`src/rtl/chca_ram.sv`:
```
// ----------------------------------------------------------------------------
// chca_ram : simple dual-port synchronous RAM
// One write port, one read port, read data registered.
// ----------------------------------------------------------------------------
module chca_ram #(
    parameter int WIDTH = 4,
    parameter int DEPTH = 288
) (
    input  logic                     i_clk,
    input  logic                     i_we,
    input  logic [$clog2(DEPTH)-1:0] i_waddr,
    input  logic [WIDTH-1:0]         i_wdata,
    input  logic                     i_re,
    input  logic [$clog2(DEPTH)-1:0] i_raddr,
    output logic [WIDTH-1:0]         o_rdata
);

    logic [WIDTH-1:0] r_mem [DEPTH];

    always_ff @(posedge i_clk) begin
        if (i_we) begin
            r_mem[i_waddr] <= i_wdata;
        end
    end

    always_ff @(posedge i_clk) begin
        if (i_re) begin
            o_rdata <= r_mem[i_raddr];
        end
    end

endmodule

```
`config.mk`:
```
export PLATFORM = sky130hd
export DESIGN_NAME = chca_ram
export DESIGN_NICKNAME = d
export VERILOG_FILES = /design/src/rtl/chca_ram.sv
export SDC_FILE = /design/constraint.sdc
export NUM_CORES = 1
export LEC_CHECK = 0
export BUFFER_PORTS_ARGS = -buffer_cell sky130_fd_sc_hd__buf_4
export CAP_MARGIN = 20
export CORE_AREA = 2 2 294 267
export CTS_BUF_LIST = sky130_fd_sc_hd__clkbuf_2
export DETAILED_ROUTE_END_ITERATION = 6
export DIE_AREA = 0 0 296 269
export HOLD_SLACK_MARGIN = 0.02
export PLACE_DENSITY = 0.86
export SLEW_MARGIN = 30
export SYNTH_ARGS = -nofsm -noshare
export SYNTH_HDL_FRONTEND = slang
export SYNTH_SLANG_ARGS = --single-unit
```
`constraint.sdc`:
```
create_clock -name i_clk -period 3.03 [get_ports i_clk]
set_clock_uncertainty 0.1 [all_clocks]
set_input_delay 0.303 -clock i_clk [delete_from_list [all_inputs] [get_ports i_clk]]
set_output_delay 0.303 -clock i_clk [all_outputs]
set_load 0.05 [all_outputs]
```
Word-level counts from Yosys, hierarchy flattened

Memory sizes are Yosys's and may differ from the RTL's. A register that Yosys moved wholly into a read port is not among the register bits.
Index checks and enable logic that the tools add are counted.

Bits in latches: 0
Memory bits (writable): 1,152
ROM bits: 0
Word-level logic and storage cells: 3
Output and inout port bits: 4
Memories kept: 1
Bits of input ports: 25
Bits in registers: 0

Memories:

| name  | depth | bits a word | rd ports | clocked after Yosys merged registers in | write ports | line | source |
|---|---|---|---|---|---|---|---|
| r_mem | 288   | 4           | 1        | 1                                       | 1           | 18   | `logic [WIDTH-1:0] r_mem [DEPTH];` |

Shift operators: 0
Multipliers: 0
Divide/modulo/power cells: 0
Equality and inequality tests: 0
Order comparisons: 0
Bitwise logic cells: 0
$add $sub $neg: 0
Reductions and logical operators: 0
Mux-type cells: 2

Operator list:

| cell    | number |
|---|---|
| $mux W1 | 2 |

Longest topological paths before layout

Gate-level depths: netlist (run 1).

Depth after elaboration: 2
Mapped depth: 13
Depth with buffers taken out: 7

Worst setup path after synthesis (run 1)

OpenSTA, ideal clock, no wires.

Kind: input-to-reg
From: input port i_raddr[0]
To: register o_rdata[0] (read register of r_mem) (data pin)
Setup time: 0.259 ns
Data required time: 2.671 ns
Slack: 0.445 ns
Path buffers: 4
Cell stages on the path: 9
Arrival time: 2.226 ns
Cell sequence: buf_6 > buf_6 > buf_6 > buf_2 > mux4_2 > mux4_2 > nand2_1 > nand3_1 > o31a_1

RTL lines:

| what            | line | source |
|---|---|---|
| start, declared | 14   | `input logic [$clog2(DEPTH)-1:0] i_raddr,` |
| end, declared   | 15   | `output logic [WIDTH-1:0] o_rdata` |

==> summary.txt, run 1 <==
STA
  • Final Cycle Share: 96.56%
  • Actual slew at the worst max-slew pin: 1027 ps
  • Final Hold Viols: 0
  • Post-layout min period: 2926 ps
  • Max Fclk: 341.8 MHz
  • Slew Limit Fails: 0
  • Final Setup Violations: 0
  • Worst hold slack: 104.0 ps
  • Slew headroom: 31.55%
  • RSZ-0062 raised after global routing: false

Synth
  • EDFF count, synth: 1156
  • Post-synth top area share: 76.02%
  • Top cells by area, synth: edfxtp_1, mux4_2, nor2_1, mux2i_1, a21oi_1
  • Synthesized area: 45660 um^2
  • Yosys reg bits: 1156
  • Ys flop type: edfxtp_1
  • Avg Cell Area, Syn: 19.17 um^2
  • Synth unique cells: 42
  • Synthesized instance count: 2382
  • Synth Warn #: 0
  • Syn_nets: 2407
  • Asr flop ratio synth: 0%
  • Synth area leader: edfxtp_1
  • Share of the yosys chip area belonging to registers: 76.02%

Finish
  • Final net count: 2764
  • Final Cell Area: 50850 um^2
  • Fill cell count: 4803
  • Area added between synthesis and finish: 11.37%
  • Layout cells sized above 1: 29.60%

Detailed routing
  • DR iter-0 viols: 4447
  • Vias/cell: 6.610
  • Drt drc: 14
  • Pre-Repair DR Iteration Count: 7
  • Routed wire length per instance: 28.30 um
  • Via count: 26200
  • Antenna Violating Nets Remaining: 0
  • Drt total wl: 112200 um

Clock network
  • Post-cts hold buffer count: 56
  • Cts bufs inserted: 287
  • H-tree depth: 5
  • Clock root cell: clkbuf_2
  • Clock-pin slew on the worst setup and hold paths: 100 ps
  • Post-CTS Setup Inserts: 0
  • Sink Count: 1156
  • Longest Clk Path Bufs: 4
  • CTS tree: built
  • Clock Latency Late Sink: 1560 ps
  • CTS-repair resized insts: 0

Die
  • Die Width: 296 um
  • FP Rows: 97
  • I/O pin total: 29
  • Core Region: 76950 um^2
  • Starting Density: 59.35%
  • Die height: 269 um
  • Die area: 79620 um^2

Worst setup path
  • Crit. End Element: flop
  • R2R cell count: 7
  • Crit Path Class: reg2reg
  • CP Launch Type: flop
  • Crit path DAT: 4010 ps
  • Slowest cell on crit path: dlygate4sd3_1
  • Crit-path cells: mux4_2, o221ai_1, o21a_1, nand4_1, dlygate4sd3_1, a31o_1, o31a_1
  • Critical Path RT: 4120 ps
  • Worst-path maximum fanout: 1
  • Largest stage delay, worst path: 610 ps

Power
  • Lkg Pwr: 0.01638 uW
  • VDD IR max: 0.2900 mV
  • Power Dens Cells: 571.3 nW/um^2

Global route
  • Vias in the first global route: 26840
  • Overall Global Routing Usage: 28.80%
  • Global-route wire length before repair: 165900 um
  • GRT Residual Overflow: 0
  • Largest net degree at the start of global routing: 93
  • Initial antenna violation count: 5

Worst hold path
  • Hold path depth: 5
  • Hold Path Class: in2reg

Run status
  • Failing checks: DRC
  • Status: finished with violations

Place
  • HPWL Detailed: 68060 um
  • Gp weighted congestion: 0.9011
  • Cell Area, Placed: 47870 um^2
  • PortBufs: 28

Flow run
  • Max Cap Violations: 0
-- critical path: cells and delay by family, from the launching register on --
family / cells / cell delay, ps
AO/OA/AOI/OAI: 4 / 970
AND/OR/NAND/NOR: 1 / 100
buffers and inverters: 1 / 610
multiplexers: 1 / 460
flip-flops: 1 / 400
-- per-layer routing --
layer / up-vias / part of all wire, % / track usage [%]
met1: 12920 / 34 / 37.74
met3: 416 / 13 / 7.707
met2: 2335 / 47 / 45.09
met5: - / 0 / 0
li1: 10530 / - / -
met4: 0 / 5.0 / 14.89
-- cell usage in the layout (no fill, tap or decap), types with 4 or more instances in the layout --
| cell type | Yosys | layout |
|---|---|---|
| buf_16 | 0 | 4 |
| a21oi_1 | 83 | 83 |
| o221ai_1 | 12 | 12 |
| o21a_1 | 4 | 4 |
| mux2_2 | 20 | 20 |
| a211oi_1 | 33 | 33 |
| nand2_1 | 93 | 93 |
| a2111oi_0 | 4 | 4 |
| buf_4 | 13 | 127 |
| o211ai_1 | 4 | 4 |
| buf_12 | 0 | 31 |
| nand3_1 | 34 | 34 |
| nand2b_1 | 4 | 4 |
| nand4_1 | 4 | 4 |
| clkinv_2 | 0 | 6 |
| o22ai_1 | 12 | 12 |
| a221oi_1 | 4 | 4 |
| clkinv_1 | 1 | 48 |
| mux2i_1 | 64 | 64 |
| a31o_1 | 4 | 4 |
| mux4_2 | 252 | 252 |
| a31oi_1 | 12 | 12 |
| o21ai_0 | 20 | 20 |
| diode_2 | 0 | 13 |
| edfxtp_1 | 1156 | 1156 |
| nor2b_1 | 18 | 17 |
| and2_1 | 5 | 5 |
| dlygate4sd3_1 | 0 | 52 |
| a22oi_1 | 40 | 40 |
| clkbuf_2 | 0 | 399 |
| nor2_1 | 314 | 313 |
| inv_2 | 0 | 7 |
| and3b_1 | 5 | 5 |
| a211o_1 | 7 | 7 |
| o31a_1 | 4 | 4 |
| a32o_1 | 4 | 4 |
-- stage by stage --
stage,utilization (%),setup slack [ps],cells,total power [uW],setup TNS (ps)
after floorplan,-,445.2,2382,18850,0
after global placement,62.21,-163.0,3433,19550,-501.7
after detailed placement,62.21,-289.3,3433,19620,-838.3
after CTS,66.05,86.91,3951,29050,0
after global routing,66.08,22.40,3961,29970,0
final,66.09,104.2,3964,29050,0
-- registers in the layout (all words and copies together) (netlist names) --
signal	cells
o_rdata	4
r_mem	1152
-- cells in the mapped netlist (9+ instances only) --
library cell	instances
buf_2	27
buf_1	9
a22oi_1	40
a21oi_1	83
mux2_2	20
a211oi_1	33
o21ai_0	20
a31oi_1	12
clkbuf_1	90
nor2_1	314
buf_6	12
mux4_2	252
nand3_1	34
o221ai_1	12
buf_4	13
o22ai_1	12
nand2_1	93
edfxtp_1	1156
nor2b_1	18
mux2i_1	64
-- cell families (layout without fill, tap and decap cells) --
| family | count (synthesis) | after routing | synth area share (%) |
|---|---|---|---|
| simple gates | 487 | 487 | 4.384 |
| compound gates | 249 | 249 | 3.603 |
| other cells | 0 | 13 | 0 |
| buf+inv | 154 | 684 | 1.669 |
| mux | 336 | 336 | 14.32 |
| flops | 1156 | 1156 | 76.02 |
-- path summary, 6_finish.rpt --
path	start	end	slack (ps)
max	r_mem[32][0]	o_rdata[0]	100
min	i_raddr[5]	o_rdata[3]	100
max reg2reg	r_mem[32][0]	o_rdata[0]	100
min reg2reg	r_mem[116][3]	o_rdata[3]	980
-- layout make-up --
| type | instances | area (um^2) | share of cell area [%] |
|---|---|---|---|
| Antenna cell | 13 | 32.53 | 0.06397 |
| Clock buffer | 399 | 1997 | 3.927 |
| Clock inverter | 63 | 322.8 | 0.6348 |
| Inverter | 2 | 7.507 | 0.01476 |
| Multi-Input combinational cell | 1072 | 10190 | 20.04 |
| Sequential cell | 1156 | 34710 | 68.26 |
| Tap cell | 1039 | 1300 | 2.556 |
| Timing Repair Buffer | 220 | 2287 | 4.498 |
-- power breakdown --
part           internal (uW)  total [uW]  switching, uW
clock network           3750        9670           5920
registers              17600       17600           14.2
logic                    688        1780           1100
total                  22000       29100           7030
Power figures use the tool's default switching activity.
==> inputs of run 2 (changes only) <==
- PLACE_DENSITY: 0.86 -> 0.83
==> run 2 against run 1 <==
  * Critical endpoint is now r_mem[202][0]
  * Global-route usage decreased by 0.83 points
  * First-iteration DRC count down 20%
  * Sequential power is essentially flat
  * The run now ends clean
  * Sequential share of layout area fell by 0.17 points
  * Clock-buffer cell count grew 3
  * Wire length decreased by 2.9%
  * Total power barely moved
  * Fmax down 0.91%
  * Cell area increased by 0.26%
  * Highest routed layer is now met5
==> summary.txt, run 2 (synthesis results as in run 1) <==
Worst setup path
  • Crit. End Element: flop
  • Critical Path RT: 4030 ps (-90 ps)
  • End of the critical path: r_mem[202][0]
  • Crit path DAT: 3950 ps (-60 ps)
  • R2R cell count: 7 (unchanged)
  • Worst r2r src: r_mem[191][2]
  • Worst-path maximum fanout: 4 (+3)
  • Setup crit start: i_waddr[2]
  • R2R Setup Slk: 180 ps (+80 ps)
  • Crit Path Class: in2reg
  • CP Launch Type: primary input
  • R2r endpoint: o_rdata[2]

Global route
  • Grt met2 use: 43.17% (-1.9 points)
  • Overall Global Routing Usage: 27.98% (-0.83 points)
  • Largest net degree at the start of global routing: 87 (-6.5%)
  • Initial antenna violation count: 7 (+2)
  • Vias in the first global route: 26350 (-1.8%)
  • Grt met1 use: 37.70% (-0.043 points)
  • GRT Residual Overflow: 0 (unchanged)
  • M3 GR Usage: 8.111% (+0.40 points)
  • Global-route wire length before repair: 161500 um (-2.6%)
  • Top Usage Layer GRT: met2

STA
  • Actual slew at the worst max-slew pin: 933.6 ps (-93.11 ps)
  • Final Setup Violations: 0 (unchanged)
  • Setup TNS: 0 ps (unchanged)
  • RSZ-0062 raised after global routing: false
  • Slew headroom: 37.76% (+6.2 points)
  • Max Fclk: 338.7 MHz (-0.91%)
  • Final Hold Viols: 0 (unchanged)
  • Slew Limit Fails: 0 (unchanged)
  • Post-layout min period: 2953 ps (+26.79 ps)
  • Final Cycle Share: 97.45% (+0.88 points)
  • Worst hold slack: 158.1 ps (+54.15 ps)

Finish
  • Finished Layout Cells: 3971 (+0.18%)
  • Most frequent cells in the layout: edfxtp_1, clkbuf_2, nor2_1, mux4_2, buf_4
  • Final net count: 2777 (+0.47%)
  • Largest register FFs: 1152 (unchanged)
  • Largest register by flop count: r_mem
  • Biggest regs: r_mem (1152), o_rdata (4)
  • Commonest non-fill, non-tap cell in the layout: edfxtp_1
  • Layout cells sized above 1: 29.67% (+0.067 points)
  • Area added between synthesis and finish: 11.65%

Clock network
  • Clock Latency Late Sink: 1500 ps (-60 ps)
  • CTS tree: built
  • Sink Count: 1156 (unchanged)
  • Longest Clk Path Bufs: 4 (unchanged)
  • Cts bufs inserted: 287 (unchanged)
  • Post-CTS Setup Inserts: 0 (unchanged)
  • Clock root cell: clkbuf_2
  • Clock-pin slew on the worst setup and hold paths: 100 ps (about the same)
  • H-tree depth: 5 (unchanged)

Power
  • Pwr Total: 29040 uW (about the same)
  • Power Dens Cells: 569.5 nW/um^2 (-0.32%)
  • Lkg Pwr: 0.01646 uW (+0.44%)
  • VDD IR max: 0.3757 mV (+30%)

Place
  • HPWL Detailed: 66130 um (-2.8%)
  • Gp weighted congestion: 0.8859 (-1.7%)
  • PortBufs: 28 (unchanged)
  • Placed insts: 3439 (+0.17%)

Die
  • Die Width: 296 um (unchanged)
  • Die height: 269 um (unchanged)
  • Die area: 79620 um^2 (unchanged)
  • I/O pin total: 29 (unchanged)
  • FP Rows: 97 (unchanged)
  • Core Region: 76950 um^2 (unchanged)
  • Starting Density: 59.35% (unchanged)

Run status
  • Status: complete, no violations

Detailed routing
  • Vias/cell: 6.501 (-1.6%)
  • Pre-Repair DR Iteration Count: 6 (-1)
  • Antenna Violating Nets Remaining: 0 (unchanged)
  • Routed wire length per instance: 27.44 um (-3.1%)
  • Via count: 25820 (-1.5%)
  • Drt total wl: 109000 um (-2.9%)
  • DR iter-0 viols: 3576 (-20%)
  • Drt drc: 0 (-14)

Worst hold path
  • Hold Path Class: in2reg

Flow run
  • Max Cap Violations: 0 (unchanged)
==> run 2: changes by cell type in the layout (fill, tap and decap cells not counted), moves of 3 or more <==
cell / before / now
diode_2: 13 / 3
inv_2: 7 / 3
clkinv_1: 48 / 51
buf_4: 127 / 132
dlygate4sd3_1: 52 / 59
clkbuf_2: 399 / 402
==> run 2: power breakdown <==
part | switching, uW | total (uW) | leakage, uW | internal (uW)
Combinational | 1080 | 1790 | 0.00423 | 700
Clock | 5870 | 9650 | 0.00183 | 3770
Sequential | 16.1 | 17600 | 0.0104 | 17600
==> run 2: worst min path at each step <==
stage | cells past startpoint | end | startpoint | slack (ps)
6_report | 4 | r_mem[175][1] | i_waddr[1] | 160
5_1_grt | 4 | r_mem[175][1] | i_waddr[1] | 80
4_1_cts | 4 | r_mem[271][3] | i_waddr[1] | 20
3_5_place_dp | 1 | o_rdata[2] | i_re | 490
3_3_place_gp | 1 | o_rdata[2] | i_re | 490
2_1_floorplan | 0 | r_mem[0][0] | i_wdata[0] | 300
==> run 2: what timing repair did <==
item	in CTS	in global routing
setup endpoints to repair	0	18
hold endpoints to repair	2312	0
hold buffers	64	0
resized for setup	0	2
==> run 2: routing by layer <==
layer	wire length, um	share of wire (%)	vias up
li1	-	-	10560
met1	38810	36	12890
met2	51950	48	2058
met3	14260	13	298
met4	3874	3.6	8
met5	78	0.072	-
==> run 2: stage by stage <==
stage | utilization [%] | setup slack (ps) | cell area [um^2]
after floorplan | - | 445.2 | 45660
after global routing | 66.26 | 75.56 | 50980
after CTS | 66.25 | 35.17 | 50980
after detailed placement | 62.29 | -161.0 | 47930
final | 66.26 | 77.38 | 50980
after global placement | 62.29 | -198.7 | 47930
==> run 2: layout make-up <==
cell class              instances  area, um^2
well taps                    1039        1300
multi-input cells            1072       10200
flip-flops and latches       1156       34710
diodes                          3       7.507
clock inverters                64       329.1
clock buffers                 402        2012
inverters                       2       7.507
fillers                      4785       25960
repair buffers                233        2417
==> run 2: critical path: stages <==
cell and delay, ps:
dlygate4sd3_1 560, buf_4 150, dlygate4sd3_1 570, nor2_1 150, dlygate4sd3_1 630, nand2_1 130, dlygate4sd3_1 600, nor2_1 140
dlygate4sd3_1 710
